`src/rtl/ble_adv_structure_parser_unit_assert.svh`:
```
// Assertion macros used by the advertising parser RTL.
// Expects clk and rst_n in the scope of each use.
`ifndef BLE_ADV_STRUCTURE_PARSER_UNIT_ASSERT_SVH
`define BLE_ADV_STRUCTURE_PARSER_UNIT_ASSERT_SVH

// Same-cycle implication.
`define BAP_ASSERT_IMP(lbl, ante, cons) \
    lbl: assert property (@(posedge clk) disable iff (!rst_n) (ante) |-> (cons)) \
        else $error("bap assertion failed");

// Next-cycle implication.
`define BAP_ASSERT_NXT(lbl, ante, cons) \
    lbl: assert property (@(posedge clk) disable iff (!rst_n) (ante) |=> (cons)) \
        else $error("bap assertion failed");

`endif

```
`src/rtl/bap_pkg.sv`:
```
// Shared types and constants for the advertising structure parser.
// No dependencies.
package bap_pkg;

    // AD type codes
    localparam logic [7:0] AD_UUID16_PART   = 8'h02;
    localparam logic [7:0] AD_UUID16_ALL    = 8'h03;
    localparam logic [7:0] AD_UUID128_PART  = 8'h06;
    localparam logic [7:0] AD_UUID128_ALL   = 8'h07;
    localparam logic [7:0] AD_SHORT_NAME    = 8'h08;
    localparam logic [7:0] AD_COMPLETE_NAME = 8'h09;
    localparam logic [7:0] AD_SVC_DATA      = 8'h16;
    localparam logic [7:0] AD_MFR_DATA      = 8'hFF;

    // event codes
    localparam logic [3:0] EV_NAME_BEGIN  = 4'd0;
    localparam logic [3:0] EV_NAME_BYTE   = 4'd1;
    localparam logic [3:0] EV_UUID16      = 4'd2;
    localparam logic [3:0] EV_UUID128     = 4'd3;
    localparam logic [3:0] EV_SDATA_BEGIN = 4'd4;
    localparam logic [3:0] EV_SDATA_BYTE  = 4'd5;
    localparam logic [3:0] EV_MFR_BEGIN   = 4'd6;
    localparam logic [3:0] EV_MFR_BYTE    = 4'd7;
    localparam logic [3:0] EV_SUMMARY     = 4'd8;

    typedef enum logic [1:0] {
        PH_LEN   = 2'd0,
        PH_TYPE  = 2'd1,
        PH_VALUE = 2'd2
    } phase_t;

    typedef struct packed {
        logic [3:0]  event_res;
        logic [7:0]  value_byte;
        logic [63:0] uuid_low;
        logic [63:0] uuid_high;
        logic        saw_short_name;
        logic        saw_complete_name;
        logic        end_of_payload;
    } res_t;

    // results of one processed byte: an optional event, then an optional summary
    typedef struct packed {
        logic ev_valid;
        res_t ev;
        logic sum_valid;
        res_t sum;
    } step_t;

endpackage

```
`src/rtl/bap_in_if.sv`:
```
// Byte request channel of the advertising parser.
// No dependencies.
interface bap_in_if;
    logic       valid;
    logic       ready;
    logic [7:0] data_byte;
    logic       first;
    logic [4:0] adv_length;

    modport source (output valid, output data_byte, output first, output adv_length,
                    input ready);
    modport sink   (input valid, input data_byte, input first, input adv_length,
                    output ready);
endinterface

```
`src/rtl/bap_res_if.sv`:
```
// Result request channel of the advertising parser.
// No dependencies.
interface bap_res_if;
    logic        valid;
    logic        ready;
    logic [3:0]  event_res;
    logic [7:0]  value_byte;
    logic [63:0] uuid_low;
    logic [63:0] uuid_high;
    logic        saw_short_name;
    logic        saw_complete_name;
    logic        end_of_payload;

    modport source (output valid, output event_res, output value_byte, output uuid_low,
                    output uuid_high, output saw_short_name, output saw_complete_name,
                    output end_of_payload, input ready);
    modport sink   (input valid, input event_res, input value_byte, input uuid_low,
                    input uuid_high, input saw_short_name, input saw_complete_name,
                    input end_of_payload, output ready);
endinterface

```
`src/rtl/bap_parser_core.sv`:
```
// Input register, parser state and per-byte decode of the AD structure walk.
// Depends on bap_pkg and bap_in_if.
module bap_parser_core
(
    input  logic           clk,
    input  logic           rst_n,
    bap_in_if.sink         byte_ch,
    input  logic           room,
    output bap_pkg::step_t step
);

    typedef struct packed {
        logic [4:0]      pos;
        logic [4:0]      total;
        bap_pkg::phase_t phase;
        logic [4:0]      rem;
        logic [7:0]      ftype;
        logic            stopped;
        logic            taking;
        logic            nonempty;
        logic            short_seen;
        logic            complete_seen;
        logic [127:0]    uuid;
        logic [3:0]      ucnt;
        logic            fwd;
    } pstate_t;

    logic       item_valid_reg;
    logic [7:0] item_byte_reg;
    logic       item_first_reg;
    logic [4:0] item_len_reg;
    logic       process;

    pstate_t st_reg;
    pstate_t st_next;
    pstate_t st_eff;

    assign process       = item_valid_reg && room;
    assign byte_ch.ready = !item_valid_reg || room;

    always_ff @(posedge clk or negedge rst_n)
    begin
        if (!rst_n)
        begin
            item_valid_reg <= 1'b0;
        end
        else if (byte_ch.ready)
        begin
            item_valid_reg <= byte_ch.valid;
        end
    end

    always_ff @(posedge clk)
    begin
        if (byte_ch.valid && byte_ch.ready)
        begin
            item_byte_reg  <= byte_ch.data_byte;
            item_first_reg <= byte_ch.first;
            item_len_reg   <= byte_ch.adv_length;
        end
    end

    always_ff @(posedge clk or negedge rst_n)
    begin
        if (!rst_n)
        begin
            st_reg <= '0;
        end
        else if (process)
        begin
            st_reg <= st_next;
        end
    end

    always_comb
    begin
        logic [7:0]   b;
        logic [8:0]   end_pos;
        logic [4:0]   rem_t;
        logic         c16;
        logic [127:0] u;

        b       = item_byte_reg;
        end_pos = '0;
        rem_t   = '0;
        c16     = 1'b0;
        u       = '0;

        // first byte restarts the walk; the 5-bit length is already within range
        if (item_first_reg)
        begin
            st_eff       = '0;
            st_eff.total = item_len_reg;
        end
        else
        begin
            st_eff = st_reg;
        end

        st_next        = st_eff;
        step           = '0;
        step.ev_valid  = 1'b0;
        step.sum_valid = 1'b0;

        if (st_eff.pos < st_eff.total)
        begin
            st_next.pos = st_eff.pos + 5'd1;
            if (!st_eff.stopped)
            begin
                unique case (st_eff.phase)
                    bap_pkg::PH_LEN:
                    begin
                        end_pos = 9'(st_eff.pos) + 9'd1 + 9'(b);
                        if (b == 8'd0 || end_pos > 9'(st_eff.total))
                        begin
                            st_next.stopped = 1'b1;
                        end
                        else
                        begin
                            st_next.rem   = b[4:0];
                            st_next.phase = bap_pkg::PH_TYPE;
                        end
                    end
                    bap_pkg::PH_TYPE:
                    begin
                        rem_t          = st_eff.rem - 5'd1;
                        st_next.ftype  = b;
                        st_next.rem    = rem_t;
                        st_next.taking = 1'b0;
                        st_next.fwd    = 1'b0;
                        st_next.ucnt   = '0;
                        st_next.uuid   = '0;
                        case (b)
                            bap_pkg::AD_SHORT_NAME:
                            begin
                                st_next.short_seen = 1'b1;
                                if (!st_eff.nonempty)
                                begin
                                    st_next.taking       = 1'b1;
                                    st_next.nonempty     = rem_t != 5'd0;
                                    step.ev_valid        = 1'b1;
                                    step.ev.event_res    = bap_pkg::EV_NAME_BEGIN;
                                end
                            end
                            bap_pkg::AD_COMPLETE_NAME:
                            begin
                                st_next.complete_seen = 1'b1;
                                st_next.taking        = 1'b1;
                                st_next.nonempty      = rem_t != 5'd0;
                                step.ev_valid         = 1'b1;
                                step.ev.event_res     = bap_pkg::EV_NAME_BEGIN;
                            end
                            bap_pkg::AD_SVC_DATA:
                            begin
                                if (rem_t >= 5'd2)
                                begin
                                    st_next.fwd       = 1'b1;
                                    step.ev_valid     = 1'b1;
                                    step.ev.event_res = bap_pkg::EV_SDATA_BEGIN;
                                end
                            end
                            bap_pkg::AD_MFR_DATA:
                            begin
                                st_next.fwd       = 1'b1;
                                step.ev_valid     = 1'b1;
                                step.ev.event_res = bap_pkg::EV_MFR_BEGIN;
                            end
                            default:
                            begin
                            end
                        endcase
                        st_next.phase = (rem_t == 5'd0) ? bap_pkg::PH_LEN
                                                        : bap_pkg::PH_VALUE;
                    end
                    default:
                    begin
                        if (st_eff.rem != 5'd0)
                        begin
                            st_next.rem = st_eff.rem - 5'd1;
                        end
                        case (st_eff.ftype) inside
                            bap_pkg::AD_SHORT_NAME, bap_pkg::AD_COMPLETE_NAME:
                            begin
                                if (st_eff.taking)
                                begin
                                    step.ev_valid      = 1'b1;
                                    step.ev.event_res  = bap_pkg::EV_NAME_BYTE;
                                    step.ev.value_byte = b;
                                end
                            end
                            bap_pkg::AD_UUID16_PART, bap_pkg::AD_UUID16_ALL:
                            begin
                                c16 = st_eff.ucnt[0];
                                u   = st_eff.uuid | (128'(b) << (c16 ? 7'd8 : 7'd0));
                                if (c16)
                                begin
                                    step.ev_valid     = 1'b1;
                                    step.ev.event_res = bap_pkg::EV_UUID16;
                                    step.ev.uuid_low  = u[63:0];
                                    st_next.uuid      = '0;
                                    st_next.ucnt      = '0;
                                end
                                else
                                begin
                                    st_next.uuid = u;
                                    st_next.ucnt = 4'd1;
                                end
                            end
                            bap_pkg::AD_UUID128_PART, bap_pkg::AD_UUID128_ALL:
                            begin
                                u = st_eff.uuid | (128'(b) << {st_eff.ucnt, 3'b000});
                                if (st_eff.ucnt == 4'd15)
                                begin
                                    step.ev_valid     = 1'b1;
                                    step.ev.event_res = bap_pkg::EV_UUID128;
                                    step.ev.uuid_low  = u[63:0];
                                    step.ev.uuid_high = u[127:64];
                                    st_next.uuid      = '0;
                                    st_next.ucnt      = '0;
                                end
                                else
                                begin
                                    st_next.uuid = u;
                                    st_next.ucnt = st_eff.ucnt + 4'd1;
                                end
                            end
                            bap_pkg::AD_SVC_DATA:
                            begin
                                if (st_eff.fwd)
                                begin
                                    step.ev_valid      = 1'b1;
                                    step.ev.event_res  = bap_pkg::EV_SDATA_BYTE;
                                    step.ev.value_byte = b;
                                end
                            end
                            bap_pkg::AD_MFR_DATA:
                            begin
                                if (st_eff.fwd)
                                begin
                                    step.ev_valid      = 1'b1;
                                    step.ev.event_res  = bap_pkg::EV_MFR_BYTE;
                                    step.ev.value_byte = b;
                                end
                            end
                            default:
                            begin
                            end
                        endcase
                        if (st_next.rem == 5'd0)
                        begin
                            st_next.phase = bap_pkg::PH_LEN;
                        end
                    end
                endcase
            end

            // last byte of the payload closes with a summary
            if (st_eff.pos + 5'd1 == st_eff.total)
            begin
                step.sum_valid             = 1'b1;
                step.sum.event_res         = bap_pkg::EV_SUMMARY;
                step.sum.saw_short_name    = st_next.short_seen;
                step.sum.saw_complete_name = st_next.complete_seen;
                step.sum.end_of_payload    = 1'b1;
            end
        end

        if (!process)
        begin
            step.ev_valid  = 1'b0;
            step.sum_valid = 1'b0;
        end
    end

endmodule

```
`src/rtl/bap_result_buf.sv`:
```
// Result register plus one spare slot for a trailing summary.
// Depends on bap_pkg, bap_res_if and the assertion header.
`include "ble_adv_structure_parser_unit_assert.svh"

module bap_result_buf
(
    input  logic           clk,
    input  logic           rst_n,
    input  bap_pkg::step_t step,
    output logic           room,
    bap_res_if.source      result_ch
);

    logic          out_valid_reg;
    logic          spare_valid_reg;
    bap_pkg::res_t out_reg;
    bap_pkg::res_t spare_reg;
    logic          pop;

    assign pop  = out_valid_reg && result_ch.ready;
    // a byte may bring two results, so both slots must be free after this edge
    assign room = !spare_valid_reg && (!out_valid_reg || result_ch.ready);

    always_ff @(posedge clk or negedge rst_n)
    begin
        if (!rst_n)
        begin
            out_valid_reg   <= 1'b0;
            spare_valid_reg <= 1'b0;
        end
        else if (room)
        begin
            out_valid_reg   <= step.ev_valid || step.sum_valid;
            spare_valid_reg <= step.ev_valid && step.sum_valid;
        end
        else if (pop)
        begin
            out_valid_reg   <= spare_valid_reg;
            spare_valid_reg <= 1'b0;
        end
    end

    always_ff @(posedge clk)
    begin
        if (room)
        begin
            out_reg   <= step.ev_valid ? step.ev : step.sum;
            spare_reg <= step.sum;
        end
        else if (pop)
        begin
            out_reg <= spare_reg;
        end
    end

    assign result_ch.valid             = out_valid_reg;
    assign result_ch.event_res         = out_reg.event_res;
    assign result_ch.value_byte        = out_reg.value_byte;
    assign result_ch.uuid_low          = out_reg.uuid_low;
    assign result_ch.uuid_high         = out_reg.uuid_high;
    assign result_ch.saw_short_name    = out_reg.saw_short_name;
    assign result_ch.saw_complete_name = out_reg.saw_complete_name;
    assign result_ch.end_of_payload    = out_reg.end_of_payload;

    `BAP_ASSERT_IMP(a_spare_behind_out, spare_valid_reg, out_valid_reg)
    `BAP_ASSERT_IMP(a_push_needs_room, step.ev_valid || step.sum_valid, room)
    `BAP_ASSERT_IMP(a_spare_is_summary, spare_valid_reg, spare_reg.end_of_payload)
    `BAP_ASSERT_NXT(a_spare_drains, spare_valid_reg && result_ch.ready, !spare_valid_reg)

endmodule

```
`src/rtl/ble_adv_structure_parser_unit.sv`:
```
// BLE advertising AD structure parser, top level.
// Channels: byte_ch (sink) takes one payload byte per request with first and
// adv_length; result_ch (source) gives one event per request.
// A byte registers in the input register on acceptance and is decoded
// against the parser state; its results load into the result register at
// an edge where the result side has room, and drive result_ch from there.
// Throughput: one byte per cycle while result_ch is ready and each byte
// yields at most one result. The last byte of a payload may yield an event
// and a summary, held in a spare slot; the byte side waits while it drains.
// The result register and the spare slot decouple the two sides: a new byte
// is taken while a finished result is still waiting to be taken.
// A stalled receiver holds the result and the byte input register; ready on
// byte_ch drops once the input register holds an undecoded byte.
// Reset clears the parser to "expect length byte", empty name state and no
// payload; bytes arriving before a first byte give no result.
// Depends on bap_pkg, bap_in_if, bap_res_if, bap_parser_core, bap_result_buf.
module ble_adv_structure_parser_unit
(
    input  logic      clk,
    input  logic      rst_n,
    bap_in_if.sink    byte_ch,
    bap_res_if.source result_ch
);

    // decoded results of the byte in the input register
    bap_pkg::step_t step;
    // result side can take up to two results this edge
    logic           room;

    bap_parser_core u_core
    (
        .clk     (clk),
        .rst_n   (rst_n),
        .byte_ch (byte_ch),
        .room    (room),
        .step    (step)
    );

    bap_result_buf u_buf
    (
        .clk       (clk),
        .rst_n     (rst_n),
        .step      (step),
        .room      (room),
        .result_ch (result_ch)
    );

endmodule
```
`src/flat_wrapper.sv`:
```
// flat-port wrapper written by rule: the top's interface ports become plain ports
module ble_adv_structure_parser_unit_flat 
  (clk, rst_n, byte_ch_valid, byte_ch_data_byte, byte_ch_first, byte_ch_adv_length, byte_ch_ready, result_ch_valid, result_ch_event_res, result_ch_value_byte, result_ch_uuid_low, result_ch_uuid_high, result_ch_saw_short_name, result_ch_saw_complete_name, result_ch_end_of_payload, result_ch_ready);
  bap_in_if byte_ch_i ();
  bap_res_if result_ch_i ();
  input  logic clk;
  input  logic rst_n;
  input wire logic [$bits(byte_ch_i.valid)-1:0] byte_ch_valid;
  input wire logic [$bits(byte_ch_i.data_byte)-1:0] byte_ch_data_byte;
  input wire logic [$bits(byte_ch_i.first)-1:0] byte_ch_first;
  input wire logic [$bits(byte_ch_i.adv_length)-1:0] byte_ch_adv_length;
  output wire logic [$bits(byte_ch_i.ready)-1:0] byte_ch_ready;
  output wire logic [$bits(result_ch_i.valid)-1:0] result_ch_valid;
  output wire logic [$bits(result_ch_i.event_res)-1:0] result_ch_event_res;
  output wire logic [$bits(result_ch_i.value_byte)-1:0] result_ch_value_byte;
  output wire logic [$bits(result_ch_i.uuid_low)-1:0] result_ch_uuid_low;
  output wire logic [$bits(result_ch_i.uuid_high)-1:0] result_ch_uuid_high;
  output wire logic [$bits(result_ch_i.saw_short_name)-1:0] result_ch_saw_short_name;
  output wire logic [$bits(result_ch_i.saw_complete_name)-1:0] result_ch_saw_complete_name;
  output wire logic [$bits(result_ch_i.end_of_payload)-1:0] result_ch_end_of_payload;
  input wire logic [$bits(result_ch_i.ready)-1:0] result_ch_ready;
  assign byte_ch_i.valid = byte_ch_valid;
  assign byte_ch_i.data_byte = byte_ch_data_byte;
  assign byte_ch_i.first = byte_ch_first;
  assign byte_ch_i.adv_length = byte_ch_adv_length;
  assign byte_ch_ready = byte_ch_i.ready;
  assign result_ch_valid = result_ch_i.valid;
  assign result_ch_event_res = result_ch_i.event_res;
  assign result_ch_value_byte = result_ch_i.value_byte;
  assign result_ch_uuid_low = result_ch_i.uuid_low;
  assign result_ch_uuid_high = result_ch_i.uuid_high;
  assign result_ch_saw_short_name = result_ch_i.saw_short_name;
  assign result_ch_saw_complete_name = result_ch_i.saw_complete_name;
  assign result_ch_end_of_payload = result_ch_i.end_of_payload;
  assign result_ch_i.ready = result_ch_ready;
  ble_adv_structure_parser_unit u_core (.clk(clk), .rst_n(rst_n), .byte_ch(byte_ch_i), .result_ch(result_ch_i));
endmodule
```
`config.mk`:
```
export PLATFORM = sky130hd
export DESIGN_NAME = ble_adv_structure_parser_unit_flat
export DESIGN_NICKNAME = d
export VERILOG_FILES = /design/src/rtl/bap_pkg.sv /design/src/rtl/bap_in_if.sv /design/src/rtl/bap_res_if.sv /design/src/rtl/bap_parser_core.sv /design/src/rtl/bap_result_buf.sv /design/src/rtl/ble_adv_structure_parser_unit.sv /design/src/flat_wrapper.sv
export VERILOG_INCLUDE_DIRS = /design/src /design/src/rtl
export SDC_FILE = /design/constraint.sdc
export NUM_CORES = 1
export LEC_CHECK = 0
export BUFFER_PORTS_ARGS = -buffer_cell sky130_fd_sc_hd__buf_2
export CAP_MARGIN = 0
export CELL_PAD_IN_SITES_DETAIL_PLACEMENT = 1
export CELL_PAD_IN_SITES_GLOBAL_PLACEMENT = 2
export CORE_MARGIN = 10
export CORE_UTILIZATION = 39
export CTS_CLUSTER_SIZE = 30
export DETAILED_ROUTE_END_ITERATION = 12
export GPL_ROUTABILITY_DRIVEN = 0
export PLACE_DENSITY = 0.77
export SLEW_MARGIN = 20
export SYNTH_ARGS = -nofsm -noshare
export SYNTH_HDL_FRONTEND = slang
export SYNTH_HIERARCHICAL = 1
export SYNTH_SLANG_ARGS = --single-unit
```
`constraint.sdc`:
```
create_clock -name clk -period 12 [get_ports clk]
set_clock_uncertainty 0.15 [all_clocks]
set_input_delay 0.6 -clock clk [delete_from_list [all_inputs] [get_ports clk]]
set_output_delay 0.6 -clock clk [all_outputs]
set_load 0.03 [all_outputs]
```
==> summary.md, run 1 <==
| Metric | Value |
|---|---|
| Worst Setup End Kind | `flip-flop` |
| FF-to-FF setup slack | `5580 ps` |
| R2r startpoint | `u_core/u_core/item_first_reg$_DFFE_PP_` |
| GRT Total Usage | `17.3%` |
| I/O Buffers | `162` |
| Most used flip-flop cell after synthesis | `edfxtp_1` |
| Fmax | `156 MHz` |
| Wire length per cell | `22.4 µm` |
| Largest register FFs | `163` |
| EDFF count, synth | `300` |
| VDD IR max | `122 µV` |
| Cell depth of the worst flop-to-flop path | `14` |
| Ys async rst share | `35.6%` |
| Final Hold Viols | `0` |
| Multi-input gate area | `0.00902 mm²` |
| Final wirelength | `61400 µm` |
| Most common cell after layout, fill and taps aside | `edfxtp_1` |
| Design area | `0.0259 mm²` |
| Synth warn | `6` |
| Data arrival time of the worst path | `6620 ps` |
| Slew Viols, Final | `0` |
| Setup crit start kind | `flip-flop` |
| DRT antenna net count | `0` |
| Min-Delay Path Depth | `1` |
| Crit Path Max Fanout | `52` |
| Die Y-Extent | `265 µm` |
| CTS root buf | `clkbuf_16` |
| Area Growth Syn to Fin | `10.9%` |
| Non-Filler Instances | `2738` |
| Pleak | `10.5 nW` |
| Worst-Margin Slew | `1070 ps` |
| Synth area leader | `edfxtp_1` |
| Die width | `265 µm` |
| H-tree lvl count | `2` |
| CP required | `12200 ps` |
| Iteration-0 DRC Markers | `957` |
| Most frequent cells in the layout | `300 x edfxtp_1, 237 x mux2_2, 166 x dfrtp_1, 161 x buf_2, 143 x conb_1` |
| Crit Path Category | `reg2reg` |
| Status | `finished, final reports clean` |
| Share of layout cells above drive strength 1 | `29.4%` |
| DPL Wire Length | `39000 µm` |
| Fin crit share | `53.5%` |
| Number of global-route vias before repair | `15591` |
| Initial Util | `39.5%` |
| HP Class | `in2reg` |
| CTS Sinks | `466` |
| Grt ovf | `0` |
| Row Count | `89` |
| Vias | `14525` |
| # hold bufs at CTS | `2` |
| CTS Buf Count | `51` |
| Post-Syn Instances | `1805` |
| Sequential-to-total area share from yosys stat | `56.3%` |
| Post-CTS setup buffers | `0` |
| Reg area | `0.0132 mm²` |
| Drt first pass iters | `5` |
| Via density | `5.30` |
| Hold Path Sink | `u_core/u_core/item_first_reg$_DFFE_PP_` |
| ANT cells | `0` |
| Min-delay src | `byte_ch_first` |
| Clock transition at path regs | `60 ps` |
| Largest net degree at the start of global routing | `144` |
| First-pass GRT wire length | `95800 µm` |
| Residual DRC | `0` |
| Synth Cell Area | `0.0234 mm²` |
| Fillers | `6156` |
| Dpl cells | `2640` |
| Design Power | `4.24 mW` |
| Power per cell area | `163 mW/mm²` |
| DIE AREA | `0.0701 mm²` |
| Slew headroom | `28.5%` |
| Total negative setup slack | `0 ps` |
| Unrepaired setup endpoints after global routing | `no` |
| Area contributors post-synth | `edfxtp_1 39%, dfrtp_1 18%, mux2_2 11%` |
| Core Area | `0.0592 mm²` |
| Area share of the largest cell type after synthesis | `38.5%` |
| Initial antenna violation count | `3` |
| Max-cap violations | `0` |
| Setup-failing EPs final | `0` |
| # resized after CTS | `0` |
| Mean post-synth cell area | `13.0 µm²` |
| I/O pin count | `163` |
| Clock Latency Late Sink | `610 ps` |
| Final min period | `6420 ps` |
| Max Root-Sink Buffers | `3` |
| DP Area | `0.0242 mm²` |
| FF+latch count, synth | `466` |
| Nets | `1960` |
| Yosys cell types | `77` |
| FF-to-FF End | `u_core/u_buf/result_ch.event_res[3]$_DFFE_PP_` |
| CTS tree | `done` |
-- cell type report --
| class | count | share of cell area, % |
|---|---|---|
| clock buffers | 78 | 5.78 |
| clock inverters | 17 | 0.651 |
| inverters | 14 | 0.203 |
| multi-input cells | 1200 | 34.8 |
| flip-flops and latches | 466 | 50.8 |
| well taps | 773 | 3.73 |
| repair buffers | 190 | 4.11 |
-- power by group --
part	internal (mW)	switching [mW]	total [mW]
registers	1.91	0.0781	1.99
clock network	0.923	0.647	1.57
logic	0.213	0.471	0.684
total	3.04	1.20	4.24
-- through the flow --
step | hold slack (ps) | util (%) | setup slack, ps
6_report | 32.1 | 43.8 | 5580
5_1_grt | 5.27 | 43.8 | 4950
4_1_cts | 1.87 | 43.7 | 5620
3_5_place_dp | 317 | 40.9 | 5600
3_3_place_gp | 307 | 40.9 | 5660
2_1_floorplan | 154 | - | 449
-- layer usage --
metal  vias up  GRT usage [%]  wire length [µm]  share of wire [%]
li1       6657              -                 -                  -
met1      7468           22.9             27600                 45
met2       333           28.9             29500                 48
met3        65           3.41              3260                5.3
met4         2           3.62               972                1.6
met5         -              0                 7              0.011
-- worst max path at each step --
stage                                             startpoint                                            endpoint  slack, ps  cells past startpoint
finish                u_core/u_core/item_first_reg$_DFFE_PP_       u_core/u_buf/result_ch.event_res[3]$_DFFE_PP_       5580                     14
global route          u_core/u_core/item_first_reg$_DFFE_PP_  u_core/u_buf/result_ch.saw_complete_name$_DFFE_PP_       4950                     14
CTS                   u_core/u_core/item_first_reg$_DFFE_PP_     u_core/u_buf/result_ch.end_of_payload$_DFFE_PP_       5620                     14
detailed placement    u_core/u_core/item_first_reg$_DFFE_PP_     u_core/u_buf/result_ch.end_of_payload$_DFFE_PP_       5600                     14
global placement      u_core/u_core/item_first_reg$_DFFE_PP_     u_core/u_buf/result_ch.saw_short_name$_DFFE_PP_       5660                     14
floorplan           u_core/u_buf/result_ch.valid$_DFFE_PN0P_     u_core/u_buf/result_ch.end_of_payload$_DFFE_PP_        450                      1
-- worst max-delay path, cell delays in order (launching register included) --
cell and delay, ps:
edfxtp_1 340, buf_4 480, inv_2 440, nand2_1 240, ha_1 170, inv_1 40, a221oi_1 480, o21ai_1 400
nor3_1 760, o21ai_0 180, a2111oi_0 480, or2_4 600, buf_4 690, mux2_2 400, mux2_2 260
-- synth_stat cells (all sizes together), types with 3 or more instances --
library cell	number
edfxtp	300
mux2	287
buf	190
dfrtp	166
a22o	127
nor2	121
clkbuf	77
and2	75
nand2	74
a22oi	69
o21ai	53
a21oi	43
nor3	26
nor2b	22
ha	19
nand3	19
nand2b	16
inv	14
xnor2	9
nand4	8
nor4	7
a31oi	6
mux2i	6
a2111oi	5
and3	5
o21a	5
o31ai	5
a32o	4
xor2	4
a21o	3
a221oi	3
a32oi	3
-- cells by family after synthesis --
family	share of synthesized area (%)
xor gates and xnor gates	0.487
and+or+nand+nor	8.71
muxes	14.9
other	0.0160
AOI/OAI and AO/OA	11.0
buffers and inverters	7.55
DFF	56.3
adders and majority gates	1.06
Note: power is estimated with default switching activity, not from simulation.
==> run 2, diff against run 1 <==
- CORE_UTILIZATION: 39 -> 44
- PLACE_DENSITY: 0.77 -> 0.82
- clock period: 12 -> 6.1 ns (I/O delays scaled with it)
==> summary.md, run 2 (same netlist as run 1, synthesis figures left out) <==
| Metric | Value |
|---|---|
| Die width | `251 µm (-5.4%)` |
| Grt ovf | `0 (unchanged)` |
| DIE AREA | `0.0628 mm² (-11%)` |
| I/O pin count | `163 (unchanged)` |
| Max-cap violations | `0 (unchanged)` |
| Largest register FFs | `163 (unchanged)` |
| Post-CTS setup buffers | `0 (unchanged)` |
| HP Class | `in2async` |
| Row Count | `84 (-5.6%)` |
| Final Worst Setup Slack | `738 ps (-4850 ps)` |
| Residual DRC | `0 (unchanged)` |
| Initial antenna violation count | `1 (-2)` |
| CTS root buf | `clkbuf_16` |
| Vias | `14770 (+1.7%)` |
| Drt first pass iters | `7 (+2)` |
| Total negative setup slack | `0 ps (unchanged)` |
| Nets | `1981 (+1.1%)` |
| DPL Wire Length | `38900 µm (-0.22%)` |
| Worst-Margin Slew | `1080 ps (+3.75 ps)` |
| Data arrival time of the worst path | `5550 ps (-1070 ps)` |
| Dpl ws | `804 ps (-4800 ps)` |
| Slew Viols, Final | `0 (unchanged)` |
| Fmax | `186 MHz (+20%)` |
| Worst hold-check slack | `29.5 ps (-2.56 ps)` |
| Clock Latency Late Sink | `600 ps (about the same)` |
| Status | `finished, final reports clean` |
| Die Y-Extent | `251 µm (-5.4%)` |
| Setup crit start kind | `flip-flop` |
| Crit Path Max Fanout | `53 (+1.9%)` |
| Crit Path Category | `reg2reg` |
| Non-Filler Instances | `2673 (-2.4%)` |
| Initial Util | `44.5% (+5.0 points)` |
| Largest net degree at the start of global routing | `140 (-2.8%)` |
| GRT Total Usage | `18.8% (+1.6 points)` |
| Power per cell area | `320 mW/mm² (+95%)` |
| Iteration-0 DRC Markers | `974 (+1.8%)` |
| Share of layout cells above drive strength 1 | `29.5% (+0.16 points)` |
| DP Area | `0.0242 mm² (about the same)` |
| R2r startpoint | `u_core/u_core/item_first_reg$_DFFE_PP_` |
| I/O Buffers | `162 (unchanged)` |
| Design area | `0.0261 mm² (+0.49%)` |
| Final min period | `5360 ps (-1050 ps)` |
| Setup-failing EPs final | `0 (unchanged)` |
| Critical path origin | `u_core/u_core/item_first_reg$_DFFE_PP_` |
| CTS tree | `done` |
| Max Root-Sink Buffers | `3 (unchanged)` |
| Wire length per cell | `22.7 µm (+1.2%)` |
| Dpl cells | `2562 (-3.0%)` |
| DRT antenna net count | `0 (unchanged)` |
| Most common cell after layout, fill and taps aside | `edfxtp_1` |
| ANT cells | `0 (unchanged)` |
| Area Growth Syn to Fin | `11.5%` |
| CTS Buf Count | `50 (-2.0%)` |
| Clock transition at path regs | `60 ps (about the same)` |
| Final wirelength | `60600 µm (-1.2%)` |
| Final Hold Viols | `0 (unchanged)` |
| CP required | `6290 ps (-5910 ps)` |
| Core Area | `0.0526 mm² (-11%)` |
| H-tree lvl count | `2 (unchanged)` |
| First-pass GRT wire length | `94100 µm (-1.8%)` |
| Via density | `5.53 (+4.2%)` |
| VDD IR max | `235 µV (+93%)` |
| Unrepaired setup endpoints after global routing | `no` |
| Slew headroom | `27.6% (-0.91 points)` |
| Most frequent cells in the layout | `300 x edfxtp_1, 237 x mux2_2, 166 x dfrtp_1, 161 x buf_2, 143 x conb_1` |
| Pleak | `10.6 nW (+1.1%)` |
| Fin crit share | `87.9% (+34 points)` |
| Worst Setup End Kind | `flip-flop` |
| Number of global-route vias before repair | `15500 (-0.58%)` |
| CTS Sinks | `466 (unchanged)` |
-- run 2: worst max-delay path, stage by stage, from the launching register on --
cell and delay, ps:
edfxtp_1 620, inv_2 280, nand2_1 230, ha_1 340
or3b_1 370, a221oi_1 460, and2_1 250, nand2_1 80
o41ai_1 550, a2111oi_0 220, or2_4 550, buf_12 330
mux2_2 310, mux2_2 270
-- run 2: cell type report --
class                   instances  area, µm²
multi-input cells            1200       9020
well taps                     688        861
flip-flops and latches        466      13200
fillers                      5440      26500
repair buffers                212       1310
clock inverters                10       97.6
inverters                      14       52.6
clock buffers                  83       1560
-- run 2: where the power goes --
group	switching [mW]	total, mW	internal, mW	leakage, nW
sequential	0.157	3.91	3.75	5.45
combinational	0.931	1.37	0.436	4.36
clock	1.26	3.05	1.79	0.808
total	2.35	8.33	5.98	10.6
-- run 2: stage by stage --
stage | power (mW) | util, %
floorplan | 4.96 | -
global placement | 5.29 | 46.1
detailed placement | 5.33 | 46.1
CTS | 8.43 | 49.5
global route | 8.68 | 49.6
finish | 8.33 | 49.6
-- run 2: per-layer routing --
layer	part of all wire, %	routed length (µm)	vias up	GRT usage, %
met5	0	0	-	0
met4	2.1	1270	0	4.89
met3	4.7	2860	80	3.39
met2	47	28500	363	30.0
met1	46	28000	7624	26.0
li1	-	-	6703	-
-- run 2: worst paths after layout --
kind,slack [ps],depth (start not counted),endpoint
min,30,2,u_core/u_buf/result_ch.valid$_DFFE_PN0P_
max in group asynchronous,4560,3,u_core/u_core/st_reg[41]$_DFFE_PN0P_
max,740,13,u_core/u_buf/result_ch.uuid_high[27]$_DFFE_PP_
max reg2reg,740,13,u_core/u_buf/result_ch.uuid_high[27]$_DFFE_PP_
min in group clk,270,2,u_core/u_core/item_len_reg[0]$_DFFE_PP_
min reg2reg,330,2,u_core/u_core/st_reg[153]$_DFFE_PN0P_
-- run 2: repair_timing --
| item | 4_1_cts | 5_1_grt |
|---|---|---|
| gates resized for setup | 0 | 0 |
| setup endpoints to repair | 0 | 0 |
| hold endpoints to repair | 116 | 0 |
| hold buffers | 17 | 0 |
==> run 3, diff against run 2 <==
- ABC_AREA: not set -> 1
- ABC_CLOCK_PERIOD_IN_PS: not set -> 6100
- CORE_UTILIZATION: 44 -> 37
==> summary.md, run 3 <==
| Metric | Value |
|---|---|
| Data arrival time of the worst path | `4980 ps (-570 ps)` |
| Mean post-synth cell area | `7.43 µm² (-43%)` |
| Cell at the slowest stage of the critical path | `buf_4` |
| Most common cell in the synthesized netlist | `nand2_1` |
| Vias | `24817 (+68%)` |
| Post-synth top cells | `1301 x nand2_1, 464 x nor2_1, 435 x a21oi_1` |
| Crit Path Category | `reg2reg` |
| Die width | `295 µm (+18%)` |
| Final wirelength | `98000 µm (+62%)` |
| Yosys cell types | `45 (-42%)` |
| Fin crit share | `76.0% (-12 points)` |
| I/O Buffers | `162 (unchanged)` |
| Max Root-Sink Buffers | `3 (unchanged)` |
| Number of global-route vias before repair | `25364 (+64%)` |
| Crit path max-delay family | `buffers and inverters` |
| Power per cell area | `328 mW/mm² (+2.6%)` |
| EDFF count, synth | `300 (unchanged)` |
| Worst-Margin Slew | `1050 ps (-24.2 ps)` |
| Largest net degree at the start of global routing | `173 (+24%)` |
| HP Class | `in2async` |
| Initial antenna violation count | `0 (-1)` |
| CP required | `6450 ps (+160 ps)` |
| Synth warn | `6 (unchanged)` |
| Area contributors post-synth | `edfxtp_1 32%, nand2_1 17%, dfrtp_1 15%` |
| First-pass GRT wire length | `152000 µm (+62%)` |
| Area share of the largest cell type after synthesis | `32.2% (-6.3 points)` |
| Core Area | `0.0747 mm² (+42%)` |
| Max-cap violations | `0 (unchanged)` |
| Crit path capture | `u_core/u_buf/result_ch.uuid_low[60]$_DFFE_PP_` |
| Residual DRC | `0 (unchanged)` |
| Via density | `5.14 (-7.1%)` |
| DIE AREA | `0.0870 mm² (+39%)` |
| Post-Route M1 WL | `45700 µm (+64%)` |
| Slew Viols, Final | `0 (unchanged)` |
| Final Worst Setup Slack | `1470 ps (+729 ps)` |
| Pleak | `14.0 nW (+32%)` |
| Setup crit start kind | `flip-flop` |
| CTS Sinks | `466 (unchanged)` |
| Final min period | `4630 ps (-729 ps)` |
| Crit path largest cell delay | `730 ps (+110 ps)` |
| VDD IR max | `244 µV (+4.2%)` |
| Share of layout cells above drive strength 1 | `8.93% (-21 points)` |
| Drt first pass iters | `6 (-1)` |
| Grt ovf | `0 (unchanged)` |
| Clock Latency Late Sink | `630 ps (+30 ps)` |
| Fmax | `216 MHz (+16%)` |
| Top routing layer used | `met4` |
| Most used flip-flop cell after synthesis | `edfxtp_1` |
| Iteration-0 DRC Markers | `1742 (+79%)` |
| FF-to-FF setup slack | `1470 ps (+730 ps)` |
| Die Y-Extent | `295 µm (+18%)` |
| Worst Setup End Kind | `flip-flop` |
| Synth Cell Area | `0.0280 mm² (+20%)` |
| Clock transition at path regs | `60 ps (about the same)` |
| Most common cell after layout, fill and taps aside | `nand2_1` |
| CP most frequent cell | `nand2_1` |
| R2r startpoint | `u_core/u_core/item_first_reg$_DFFE_PP_` |
| H-tree lvl count | `2 (unchanged)` |
| Cell depth of the worst flop-to-flop path | `14 (+1)` |
| Non-Filler Instances | `4832 (+81%)` |
| Status | `finished, final reports clean` |
| ANT cells | `0 (unchanged)` |
| Crit Path Max Fanout | `58 (+9.4%)` |
| Ys async rst share | `35.6% (unchanged)` |
| DRT antenna net count | `0 (unchanged)` |
| Dpl ws | `1540 ps (+735 ps)` |
| GRT Total Usage | `22.3% (+3.5 points)` |
| Cells along the critical path | `buf_4, buf_4, nor2_4, buf_4, inv_2, buf_4, nand2_1, o31ai_1, a22oi_1, nor2_1, nand2_1, nand2_1, nand2_1, nand2_1` |
| Row Count | `100 (+19%)` |
| Final Hold Viols | `0 (unchanged)` |
| Sequential-to-total area share from yosys stat | `47.1% (-9.2 points)` |
| Crit path buffers/inverters | `5 (+3)` |
| Largest register FFs | `163 (unchanged)` |
| Most frequent cells in the layout | `1299 x nand2_1, 463 x nor2_1, 434 x a21oi_1, 300 x edfxtp_1, 257 x inv_1` |
| Routed met2 length | `43800 µm (+53%)` |
| FF-to-FF End | `u_core/u_buf/result_ch.uuid_low[60]$_DFFE_PP_` |
| Post-CTS setup buffers | `0 (unchanged)` |
| Dpl cells | `4710 (+84%)` |
| Wire length per cell | `20.3 µm (-11%)` |
| Setup-failing EPs final | `0 (unchanged)` |
| Nets | `3853 (+94%)` |
| CP Depth | `14 (+1)` |
| CTS tree | `done` |
| I/O pin count | `163 (unchanged)` |
| Critical path origin | `u_core/u_core/item_first_reg$_DFFE_PP_` |
| CTS Buf Count | `56 (+12%)` |
| Slew headroom | `29.9% (+2.3 points)` |
| Unrepaired setup endpoints after global routing | `no` |
| CTS root buf | `clkbuf_16` |
| Met3 WL | `5620 µm (+96%)` |
| Total negative setup slack | `0 ps (unchanged)` |
| Initial Util | `37.4% (-7.1 points)` |
| Post-Syn Instances | `3762 (+110%)` |
| Synth area leader | `edfxtp_1` |
| Area Growth Syn to Fin | `10.2%` |
| DPL Wire Length | `64200 µm (+65%)` |
| FF+latch count, synth | `466 (unchanged)` |
| # resized after CTS | `0 (unchanged)` |
-- run 3: metal layers --
layer  global-route usage, %  vias to the layer above
met4                    6.68                        0
met1                    30.7                    12102
li1                        -                    12015
met5                       0                        -
met3                    3.72                      134
met2                    35.4                      566
-- run 3: where the power goes --
part / total (mW) / internal [mW] / switching [mW]
registers: 4.09 / 3.86 / 0.230
logic: 2.68 / 0.726 / 1.96
clock network: 3.33 / 1.92 / 1.41
total: 10.1 / 6.50 / 3.60
-- run 3: timing repair --
action / CTS / global route
endpoints found under the hold margin: 79 / 0
setup endpoints to repair: 0 / 0
hold buffers: 17 / 0
-- run 3: kinds of logic after synthesis --
logic type	count (synthesis)	synth area share [%]
fa+ha+maj	19	0.850
buf+inv	649	11.5
other cells	1	0.0134
xor+xnor	12	0.376
flops	466	47.1
compound gates	682	13.1
simple gates	1933	27.1
-- run 3: final cells by class --
class                           count  area [µm²]
Clock inverter                     38         325
Tap cell                          969        1210
Clock buffer                       67        1460
Fill cell                        9309       43900
Sequential cell                   466       13200
Timing Repair Buffer              231        1450
Inverter                          272        1030
Multi-Input combinational cell   2789       12200
-- run 3: metrics by stage --
step	cell area [µm²]	utilization [%]	power, mW	hold slack [ps]
finish	30800	41.3	10.1	106
global route	30800	41.3	10.7	151
CTS	30800	41.3	10.2	110
detailed placement	28900	38.6	6.80	207
global placement	28900	38.6	6.76	204
floorplan	28500	-	6.06	-141
-- run 3: worst min path at each step --
stage | from | to | cells after the start
floorplan | rst_n | u_core/u_buf/result_ch.valid$_DFFE_PN0P_ | 0
detailed placement | rst_n | u_core/u_core/st_reg[157]$_DFFE_PN0P_ | 1
finish | rst_n | u_core/u_core/st_reg[157]$_DFFE_PN0P_ | 2
CTS | rst_n | u_core/u_core/st_reg[157]$_DFFE_PN0P_ | 2
global route | rst_n | u_core/u_core/st_reg[157]$_DFFE_PN0P_ | 2
global placement | rst_n | u_core/u_core/item_valid_reg$_DFFE_PN0N_ | 1
-- run 3: worst reg2reg max path, stage by stage (launching register included) --
cell,delay [ps]
edfxtp_1,640
buf_4,740
buf_4,690
nor2_4,90
buf_4,380
inv_2,140
buf_4,300
nand2_1,100
o31ai_1,620
a22oi_1,210
nor2_1,170
nand2_1,70
nand2_1,80
nand2_1,60
nand2_1,90
